===== src/stt_pkg.sv =====
// Shared types and constants for the software timer table.
`default_nettype none

package stt_pkg;

    localparam logic [2:0] ACT_TICK         = 3'd0;
    localparam logic [2:0] ACT_ADD_PERIODIC = 3'd1;
    localparam logic [2:0] ACT_ADD_ONE_SHOT = 3'd2;
    localparam logic [2:0] ACT_REMOVE       = 3'd3;
    localparam logic [2:0] ACT_RESCHEDULE   = 3'd4;

    localparam logic [31:0] NONE_PENDING  = 32'hFFFF_FFFF;
    localparam logic [31:0] MILLI_RESET   = 32'd1;
    localparam logic [31:0] SECONDS_RESET = 32'd1;
    localparam logic [15:0] TPS_RESET     = 16'd1000;

    typedef struct packed {
        logic [2:0]  action;
        logic [3:0]  slot;
        logic [31:0] delay_ms;
    } stt_op_t;

    typedef struct packed {
        logic [15:0] fired_mask;
        logic [31:0] now_millis;
        logic [31:0] por_seconds;
        logic [31:0] next_deadline;
        logic        removed;
    } stt_result_t;

endpackage

`default_nettype wire


===== src/stt_ram.sv =====
// Generic single-write, single-read synchronous RAM with registered read data.
`default_nettype none

module stt_ram #(
    parameter int WIDTH = 32,
    parameter int DEPTH = 16
) (
    input  wire logic                                   clk,
    input  wire logic                                   wr_en,
    input  wire logic [((DEPTH > 1) ? $clog2(DEPTH) : 1)-1:0] wr_addr,
    input  wire logic [WIDTH-1:0]                       wr_data,
    input  wire logic                                   rd_en,
    input  wire logic [((DEPTH > 1) ? $clog2(DEPTH) : 1)-1:0] rd_addr,
    output logic      [WIDTH-1:0]                       rd_data
);

    logic [WIDTH-1:0] mem [DEPTH];

    always_ff @(posedge clk)
    begin
        if (wr_en)
        begin
            mem[wr_addr] <= wr_data;
        end
        if (rd_en)
        begin
            rd_data <= mem[rd_addr];
        end
    end

endmodule

`default_nettype wire


===== src/stt_clock.sv =====
// Millisecond and seconds counters with the ticks-per-second register.
`default_nettype none

module stt_clock
    import stt_pkg::*;
(
    input  wire logic        clk,
    input  wire logic        rst_n,
    input  wire logic        cfg_valid,
    input  wire logic [15:0] cfg_data,
    input  wire logic        tick,
    output logic      [31:0] milli,
    output logic      [31:0] milli_inc,
    output logic      [31:0] seconds
);

    logic [15:0] tps_reg;
    logic [31:0] milli_reg;
    logic [15:0] tis_reg;
    logic [15:0] tis_inc;
    logic [31:0] sec_reg;

    assign milli_inc = milli_reg + 32'd1;
    assign tis_inc   = tis_reg + 16'd1;
    assign milli     = milli_reg;
    assign seconds   = sec_reg;

    always_ff @(posedge clk or negedge rst_n)
    begin
        if (!rst_n)
        begin
            tps_reg   <= TPS_RESET;
            milli_reg <= MILLI_RESET;
            tis_reg   <= 16'd0;
            sec_reg   <= SECONDS_RESET;
        end
        else
        begin
            if (cfg_valid)
            begin
                tps_reg <= cfg_data;
            end
            if (tick)
            begin
                milli_reg <= milli_inc;
                if (tis_inc >= tps_reg)
                begin
                    tis_reg <= 16'd0;
                    sec_reg <= sec_reg + 32'd1;
                end
                else
                begin
                    tis_reg <= tis_inc;
                end
            end
        end
    end

endmodule

`default_nettype wire


===== src/software_timer_table_core.sv =====
// Top level of the software timer table: command sequencer and slot walk.
//
// Usage: drive op and raise start; the op beat is taken at an edge where
// start is high and busy is low. busy stays high until the result beat has
// been shown. The result beat is on result for exactly one cycle, marked by
// done; the receiver cannot stall it and must take it in that cycle.
// The ticks_per_second register is written through cfg_valid/cfg_data
// (cfg_ready is always high); the user must write it only while the
// block is idle, which the block itself leaves unenforced.
// An op that leaves the table alone (tick before the earliest deadline,
// unused action, slot outside the table, remove of an inactive slot) goes
// from EXEC straight to DONE. Any other op walks every slot through the
// single read port of the deadline and period memories, one slot per
// cycle plus a two-stage compare pipe, before DONE.
// Reset: no slot active, millisecond and seconds counters at one, next
// deadline all ones, ticks_per_second at 1000. The slot memories need no
// clearing: only the entries of active slots are used, and add writes both entries.
`default_nettype none

module software_timer_table_core
    import stt_pkg::*;
#(
    parameter int TIMER_SLOTS = 16
) (
    input  wire logic        clk,
    input  wire logic        rst_n,
    input  wire logic        start,
    output logic             busy,
    input  wire stt_op_t     op,
    output logic             done,
    output stt_result_t      result,
    input  wire logic        cfg_valid,
    output logic             cfg_ready,
    input  wire logic [15:0] cfg_data
);

    localparam int SLOT_W = (TIMER_SLOTS > 1) ? $clog2(TIMER_SLOTS) : 1;
    localparam logic [SLOT_W-1:0] LAST_SLOT = SLOT_W'(TIMER_SLOTS - 1);
    localparam logic [6:0] SLOTS_EXT = 7'(TIMER_SLOTS);

    typedef enum logic [3:0] {
        ST_IDLE = 4'b0001,
        ST_EXEC = 4'b0010,
        ST_WALK = 4'b0100,
        ST_DONE = 4'b1000
    } state_t;

    state_t state_reg;
    state_t state_next;

    logic [2:0]  act_reg;
    logic [3:0]  slot_reg;
    logic [31:0] delay_reg;

    logic [TIMER_SLOTS-1:0] active_reg;
    logic [TIMER_SLOTS-1:0] one_shot_reg;
    logic [TIMER_SLOTS-1:0] trig_reg;

    logic [15:0] fired_reg;
    logic        removed_reg;
    logic [31:0] earliest_reg;
    logic [31:0] best_reg;

    logic [SLOT_W-1:0] rd_idx_reg;
    logic              issuing_reg;
    logic              s1_valid_reg;
    logic [SLOT_W-1:0] s1_idx_reg;
    logic              s1_last_reg;
    logic              s2_valid_reg;
    logic              s2_pend_reg;
    logic              s2_last_reg;
    logic [31:0]       s2_dl_reg;

    logic [31:0] milli;
    logic [31:0] milli_inc;
    logic [31:0] seconds;

    logic              in_table;
    logic [SLOT_W-1:0] slot_idx;
    logic              is_tick;
    logic              exec_tick;

    logic [31:0]       dl_rdata;
    logic [31:0]       per_rdata;
    logic              dl_wr_en;
    logic [SLOT_W-1:0] dl_wr_addr;
    logic [31:0]       dl_wr_data;
    logic              per_wr_en;
    logic              rd_en;

    logic        s1_pend;
    logic        s1_fire;
    logic        s1_trig_new;
    logic [31:0] s1_dl_new;
    logic [6:0]  s1_idx_ext;
    logic [31:0] best_upd;

    assign in_table  = 7'(slot_reg) < SLOTS_EXT;
    assign slot_idx  = SLOT_W'(slot_reg);
    assign is_tick   = act_reg == ACT_TICK;
    assign exec_tick = (state_reg == ST_EXEC) && is_tick;
    assign busy      = state_reg != ST_IDLE;
    assign done      = state_reg == ST_DONE;
    assign cfg_ready = 1'b1;
    assign rd_en     = (state_reg == ST_WALK) && issuing_reg;

    stt_clock u_clock (
        .clk       (clk),
        .rst_n     (rst_n),
        .cfg_valid (cfg_valid),
        .cfg_data  (cfg_data),
        .tick      (exec_tick),
        .milli     (milli),
        .milli_inc (milli_inc),
        .seconds   (seconds)
    );

    // slot walk, stage one: fire decision and deadline reload
    assign s1_pend     = active_reg[s1_idx_reg] && !trig_reg[s1_idx_reg];
    assign s1_fire     = s1_valid_reg && is_tick && s1_pend && (dl_rdata <= milli);
    assign s1_trig_new = trig_reg[s1_idx_reg] || (s1_fire && one_shot_reg[s1_idx_reg]);
    assign s1_dl_new   = (s1_fire && !one_shot_reg[s1_idx_reg]) ? milli + per_rdata
                                                                : dl_rdata;
    assign s1_idx_ext  = 7'(s1_idx_reg);

    // slot walk, stage two: running minimum
    assign best_upd = (s2_valid_reg && s2_pend_reg && (s2_dl_reg < best_reg)) ? s2_dl_reg
                                                                              : best_reg;

    always_comb
    begin
        dl_wr_en   = 1'b0;
        dl_wr_addr = s1_idx_reg;
        dl_wr_data = s1_dl_new;
        per_wr_en  = 1'b0;
        if (state_reg == ST_EXEC)
        begin
            dl_wr_addr = slot_idx;
            dl_wr_data = milli + delay_reg;
            if (in_table && ((act_reg == ACT_ADD_PERIODIC) || (act_reg == ACT_ADD_ONE_SHOT)
                             || (act_reg == ACT_RESCHEDULE)))
            begin
                dl_wr_en = 1'b1;
            end
            if (in_table && ((act_reg == ACT_ADD_PERIODIC) || (act_reg == ACT_ADD_ONE_SHOT)))
            begin
                per_wr_en = 1'b1;
            end
        end
        else if (s1_fire && !one_shot_reg[s1_idx_reg])
        begin
            dl_wr_en = 1'b1;
        end
    end

    stt_ram #(
        .WIDTH (32),
        .DEPTH (TIMER_SLOTS)
    ) u_deadline_ram (
        .clk     (clk),
        .wr_en   (dl_wr_en),
        .wr_addr (dl_wr_addr),
        .wr_data (dl_wr_data),
        .rd_en   (rd_en),
        .rd_addr (rd_idx_reg),
        .rd_data (dl_rdata)
    );

    stt_ram #(
        .WIDTH (32),
        .DEPTH (TIMER_SLOTS)
    ) u_period_ram (
        .clk     (clk),
        .wr_en   (per_wr_en),
        .wr_addr (slot_idx),
        .wr_data (delay_reg),
        .rd_en   (rd_en),
        .rd_addr (rd_idx_reg),
        .rd_data (per_rdata)
    );

    always_comb
    begin
        state_next = state_reg;
        case (state_reg)
            ST_IDLE:
            begin
                if (start)
                begin
                    state_next = ST_EXEC;
                end
            end
            ST_EXEC:
            begin
                state_next = ST_DONE;
                case (act_reg)
                    ACT_TICK:
                    begin
                        if (milli_inc >= earliest_reg)
                        begin
                            state_next = ST_WALK;
                        end
                    end
                    ACT_ADD_PERIODIC, ACT_ADD_ONE_SHOT, ACT_RESCHEDULE:
                    begin
                        if (in_table)
                        begin
                            state_next = ST_WALK;
                        end
                    end
                    ACT_REMOVE:
                    begin
                        if (in_table && active_reg[slot_idx])
                        begin
                            state_next = ST_WALK;
                        end
                    end
                    default:
                    begin
                        state_next = ST_DONE;
                    end
                endcase
            end
            ST_WALK:
            begin
                if (s2_valid_reg && s2_last_reg)
                begin
                    state_next = ST_DONE;
                end
            end
            ST_DONE:
            begin
                state_next = ST_IDLE;
            end
            default:
            begin
                state_next = ST_IDLE;
            end
        endcase
    end

    always_ff @(posedge clk or negedge rst_n)
    begin
        if (!rst_n)
        begin
            state_reg    <= ST_IDLE;
            active_reg   <= '0;
            one_shot_reg <= '0;
            trig_reg     <= '0;
            fired_reg    <= '0;
            removed_reg  <= 1'b0;
            earliest_reg <= NONE_PENDING;
            best_reg     <= NONE_PENDING;
            rd_idx_reg   <= '0;
            issuing_reg  <= 1'b0;
            s1_valid_reg <= 1'b0;
            s1_last_reg  <= 1'b0;
            s2_valid_reg <= 1'b0;
            s2_last_reg  <= 1'b0;
        end
        else
        begin
            state_reg    <= state_next;
            s1_valid_reg <= rd_en;
            s1_last_reg  <= rd_idx_reg == LAST_SLOT;
            s2_valid_reg <= s1_valid_reg;
            s2_last_reg  <= s1_last_reg;

            if ((state_reg == ST_IDLE) && start)
            begin
                fired_reg   <= '0;
                removed_reg <= 1'b0;
            end

            if (state_reg == ST_EXEC)
            begin
                rd_idx_reg  <= '0;
                issuing_reg <= 1'b1;
                best_reg    <= NONE_PENDING;
                if (in_table)
                begin
                    case (act_reg)
                        ACT_ADD_PERIODIC, ACT_ADD_ONE_SHOT:
                        begin
                            active_reg[slot_idx]   <= 1'b1;
                            one_shot_reg[slot_idx] <= act_reg == ACT_ADD_ONE_SHOT;
                            trig_reg[slot_idx]     <= 1'b0;
                        end
                        ACT_REMOVE:
                        begin
                            if (active_reg[slot_idx])
                            begin
                                active_reg[slot_idx] <= 1'b0;
                                trig_reg[slot_idx]   <= 1'b1;
                                removed_reg          <= 1'b1;
                            end
                        end
                        ACT_RESCHEDULE:
                        begin
                            trig_reg[slot_idx] <= 1'b0;
                        end
                        default:
                        begin
                            trig_reg <= trig_reg;
                        end
                    endcase
                end
            end

            if (rd_en)
            begin
                if (rd_idx_reg == LAST_SLOT)
                begin
                    issuing_reg <= 1'b0;
                end
                else
                begin
                    rd_idx_reg <= rd_idx_reg + SLOT_W'(1);
                end
            end

            if (s1_valid_reg)
            begin
                trig_reg[s1_idx_reg] <= s1_trig_new;
            end
            if (s1_fire && (s1_idx_ext < 7'd16))
            begin
                fired_reg[s1_idx_ext[3:0]] <= 1'b1;
            end

            if (s2_valid_reg)
            begin
                best_reg <= best_upd;
                if (s2_last_reg)
                begin
                    earliest_reg <= best_upd;
                end
            end
        end
    end

    always_ff @(posedge clk)
    begin
        if ((state_reg == ST_IDLE) && start)
        begin
            act_reg   <= op.action;
            slot_reg  <= op.slot;
            delay_reg <= op.delay_ms;
        end
        s1_idx_reg  <= rd_idx_reg;
        s2_pend_reg <= active_reg[s1_idx_reg] && !s1_trig_new;
        s2_dl_reg   <= s1_dl_new;
    end

    assign result.fired_mask    = fired_reg;
    assign result.now_millis    = milli;
    assign result.por_seconds   = seconds;
    assign result.next_deadline = earliest_reg;
    assign result.removed       = removed_reg;

    a_done_one_cycle: assert property (@(posedge clk) disable iff (!rst_n)
        done |=> !done)
        else $error("result beat longer than one cycle");

    a_accept_busy: assert property (@(posedge clk) disable iff (!rst_n)
        (start && !busy) |=> busy)
        else $error("accepted op did not raise busy");

    a_fired_only_tick: assert property (@(posedge clk) disable iff (!rst_n)
        (done && (result.fired_mask != 16'd0)) |-> (act_reg == ACT_TICK))
        else $error("slots fired on a non-tick op");

    a_removed_only_remove: assert property (@(posedge clk) disable iff (!rst_n)
        (done && result.removed) |-> (act_reg == ACT_REMOVE))
        else $error("removed flag on a non-remove op");

endmodule

`default_nettype wire


===== config.mk =====
export PLATFORM = sky130hd
export DESIGN_NAME = software_timer_table_core
export DESIGN_NICKNAME = d
export VERILOG_FILES = /design/src/stt_pkg.sv /design/src/stt_ram.sv /design/src/stt_clock.sv /design/src/software_timer_table_core.sv
export SDC_FILE = /design/constraint.sdc
export NUM_CORES = 2
export LEC_CHECK = 0
export BUFFER_PORTS_ARGS = -buffer_cell sky130_fd_sc_hd__buf_2
export CORE_MARGIN = 2
export CORE_UTILIZATION = 56
export DETAILED_ROUTE_END_ITERATION = 10
export GPL_ROUTABILITY_DRIVEN = 0
export HOLD_SLACK_MARGIN = 0.08
export PLACE_DENSITY = 0.76
export SYNTH_ARGS = -nofsm -noshare
export SYNTH_HDL_FRONTEND = slang
export SYNTH_HIERARCHICAL = 1
export SYNTH_SLANG_ARGS = --single-unit
export TNS_END_PERCENT = 50

===== constraint.sdc =====
create_clock -name clk -period 5.5 [get_ports clk]
set_input_delay 1.1 -clock clk [delete_from_list [all_inputs] [get_ports clk]]
set_output_delay 1.1 -clock clk [all_outputs]
set_load 0.01 [all_outputs]

==> run metrics <==
worst stage delay on the critical path=0.75 ns; Peak Freq=201 MHz; internal reg-to-reg setup slack=0.52 ns; DR vias=35,800; Reg clk slew, reported paths=0.06 ns; Clock Path Buffers=3; # rows=120; status=completed; first-pass GRT wire length=224 mm; yosys warns=6; CTS tree=done; met1 Use GR=38.0%; top post-synthesis cells by area=edfxtp_1 (56%), mux4_2 (10%), dfrtp_1 (6.8%); most frequent cells after synthesis=edfxtp_1 (1,127), nand2_1 (312), mux4_2 (273), ha_1 (177), nor2_1 (168); syn nets=4,115; clk sink count=1,402; post_cts resized=0; VDD IR max=321 uV; gr busiest metal=met2; slowest library cell on the worst path=nor4_1; peak fanout along the critical path=32; Slew Limit Fails=0; CP bufs+invs=2; DRC=0; Hold Vio Cnt, Final=0; biggest regs=u_deadline_ram/mem (512), u_period_ram/mem (512); Synth Instances=3,877; total negative slack=0 ns; H-tree levels=4; Synth Register Bits=1,402; die height=333 um; area of the multi-input gates=19,000 sq um; # IOs=175; Arrival @ worst endpoint=5.35 ns; antenna violations before repair=0; final wirelength=149 mm; final worst path period need=4.98 ns; fillcell total=7,391; async set or reset register ratio after synthesis=17.0%; minimum hold slack=0.294 ns; mean number of vias per cell=6.37; Max-slew headroom=19.1%; Pleak=24.2 nW; pwr dens=369 nW/um^2; worst path required time=5.87 ns; Reg area=40,600 sq um; Max Cap Viol=0; Tcrit/Tclk final=90.6%; Routed Antenna Nets=0; number of synthesized flops with an enable pin=1,127; Final HPWL DP=93.0 mm; post-CTS setup buffers=0; pre-CTS setup slack=0.574 ns; post-synthesis sequential area ratio=67.0%; crit-path cells=inv_1 > ha_1 > nand4_1 > nor4_1 > nand2_1 > nor3_1 > a21oi_1 > a2111o_2 > o21ai_0 > or3b_2 > nor3_4 > buf_4; Detailed Routing Iterations Pass 1=7; Non-Filler Instances=5,616; CP endpoint kind=register; Core Area=107,000 sq um; crit start category=register; share of Yosys cell area claimed by the top area cell type=55.8%; PnR worst setup slack=0.516 ns; global-route usage over all layers=27.0%; Nets=4,337; Num CTS Buffers=141; RSZ-0062 raised after global routing=no; delay-heaviest family, CP=simple AND/OR/NAND/NOR gates; grt ovf=0; largest net degree at the start of global routing=121; mean cell area of the mapped netlist=15.7 sq um; WS Path Type=reg -> reg; worst clock skew=0.0295 ns; Synth Flop Type=edfxtp_1; most frequent cell after synthesis=edfxtp_1; clock insertion delay at the later pin of the skew report=0.75 ns; Antenna Cells=0; Die Wd=333 um; CTS hold repair buffers=0; I/O Buffers=173; Yosys top cell by area=edfxtp_1; Starting Density=56.6%; hold crit path type=in -> async; vias in the first global route=35,600; Yosys cell types=86; Post-Syn Area=60,700 sq um; Slew @ Worst Pin=1.21 ns; area growth from synthesis to layout=12.2%; grt met3 use=5.45%; die area=111,000 sq um; layout cell share with drive strength beyond 1=21.9%; GR Util met2=42.7%; drt wl/cell=26.5 um; CTS root buffer=clkbuf_16; final setup vio count=0; Inst Count DP=5,359; Iter 0 DRT Violations=4,429
-- layout by cell type (no fill, tap or decap), types with 22 or more instances in the layout --
cell type	synthesis	routed
a21o_1	41	41
a21oi_1	111	111
a22oi_1	132	132
a31oi_1	31	31
and3_1	26	26
buf_2	24	172
buf_4	21	79
clkbuf_1	106	32
clkbuf_16	0	142
clkinv_1	0	26
dfrtp_1	165	163
dfstp_2	73	73
dfxtp_1	37	37
edfxtp_1	1127	1127
ha_1	177	177
inv_1	144	142
mux2_2	43	43
mux4_2	273	273
nand2_1	312	312
nand2b_1	23	23
nand3_1	81	81
nand4_1	39	39
nor2_1	168	141
nor2_4	0	27
nor2b_1	26	22
nor3_1	66	58
o21ai_0	149	149
o21ai_1	24	24
o22ai_1	34	34
xnor2_1	96	96
xor2_1	65	65
-- per-layer routing --
| metal | vias to the layer above | wire [um] | share of wire (%) |
|---|---|---|---|
| li1 | 15500 | - | - |
| met1 | 18100 | 59300 | 40 |
| met2 | 1823 | 70600 | 47 |
| met3 | 271 | 14700 | 9.9 |
| met4 | 0 | 4280 | 2.9 |
| met5 | - | 0 | 0 |
-- cell type report --
cell class / instances / share of cell area (%)
tap: 1403 / 2.58
multi-input combinational: 2148 / 27.9
sequential: 1402 / 59.7
clock inverter: 74 / 1.05
clock buffer: 183 / 5.57
inverter: 144 / 0.796
timing repair buffer: 262 / 2.45
-- stage by stage --
step	power, mW	cell area, sq um	util (%)
floorplan	14.9	60700	-
global placement	15.9	63600	59.3
detailed placement	16.0	63600	59.3
CTS	25.2	68100	63.5
global route	26.0	68100	63.5
finish	25.1	68100	63.5
-- path summary, 6_finish.rpt --
check / to / from / cells after the start
worst max-delay path: u_deadline_ram/mem[0][3] / u_clock/milli[13] / 12
worst min-delay path: trig_reg[5] / rst_n / 1
worst max register to register: u_deadline_ram/mem[0][3] / u_clock/milli[13] / 12
worst min register to register: s2_last_reg / s1_last_reg / 0
max in group asynchronous: u_clock/milli[6] / rst_n / 2
min in group clk: s2_last_reg / s1_last_reg / 0
-- where the power goes --
| part | internal [mW] | switching [mW] |
|---|---|---|
| Combinational | 1.27 | 1.73 |
| Clock | 5.22 | 4.09 |
| Sequential | 12.3 | 0.522 |
| Total | 18.8 | 6.35 |
-- kinds of logic (layout without fill, tap and decap cells) --
family / count (synthesis) / in the layout / synth area share, %
AO/OA/AOI/OAI: 650 / 650 / 7.03
XOR/XNOR: 161 / 161 / 2.32
adder cells (fa/ha/maj): 179 / 179 / 3.72
buffers and inverters: 327 / 663 / 2.31
flip-flops: 1402 / 1402 / 67.0
multiplexers: 337 / 337 / 11.3
other: 1 / 1 / 0.00618
AND/OR/NAND/NOR: 820 / 820 / 6.37
Note: power is estimated with default switching activity, not from simulation.
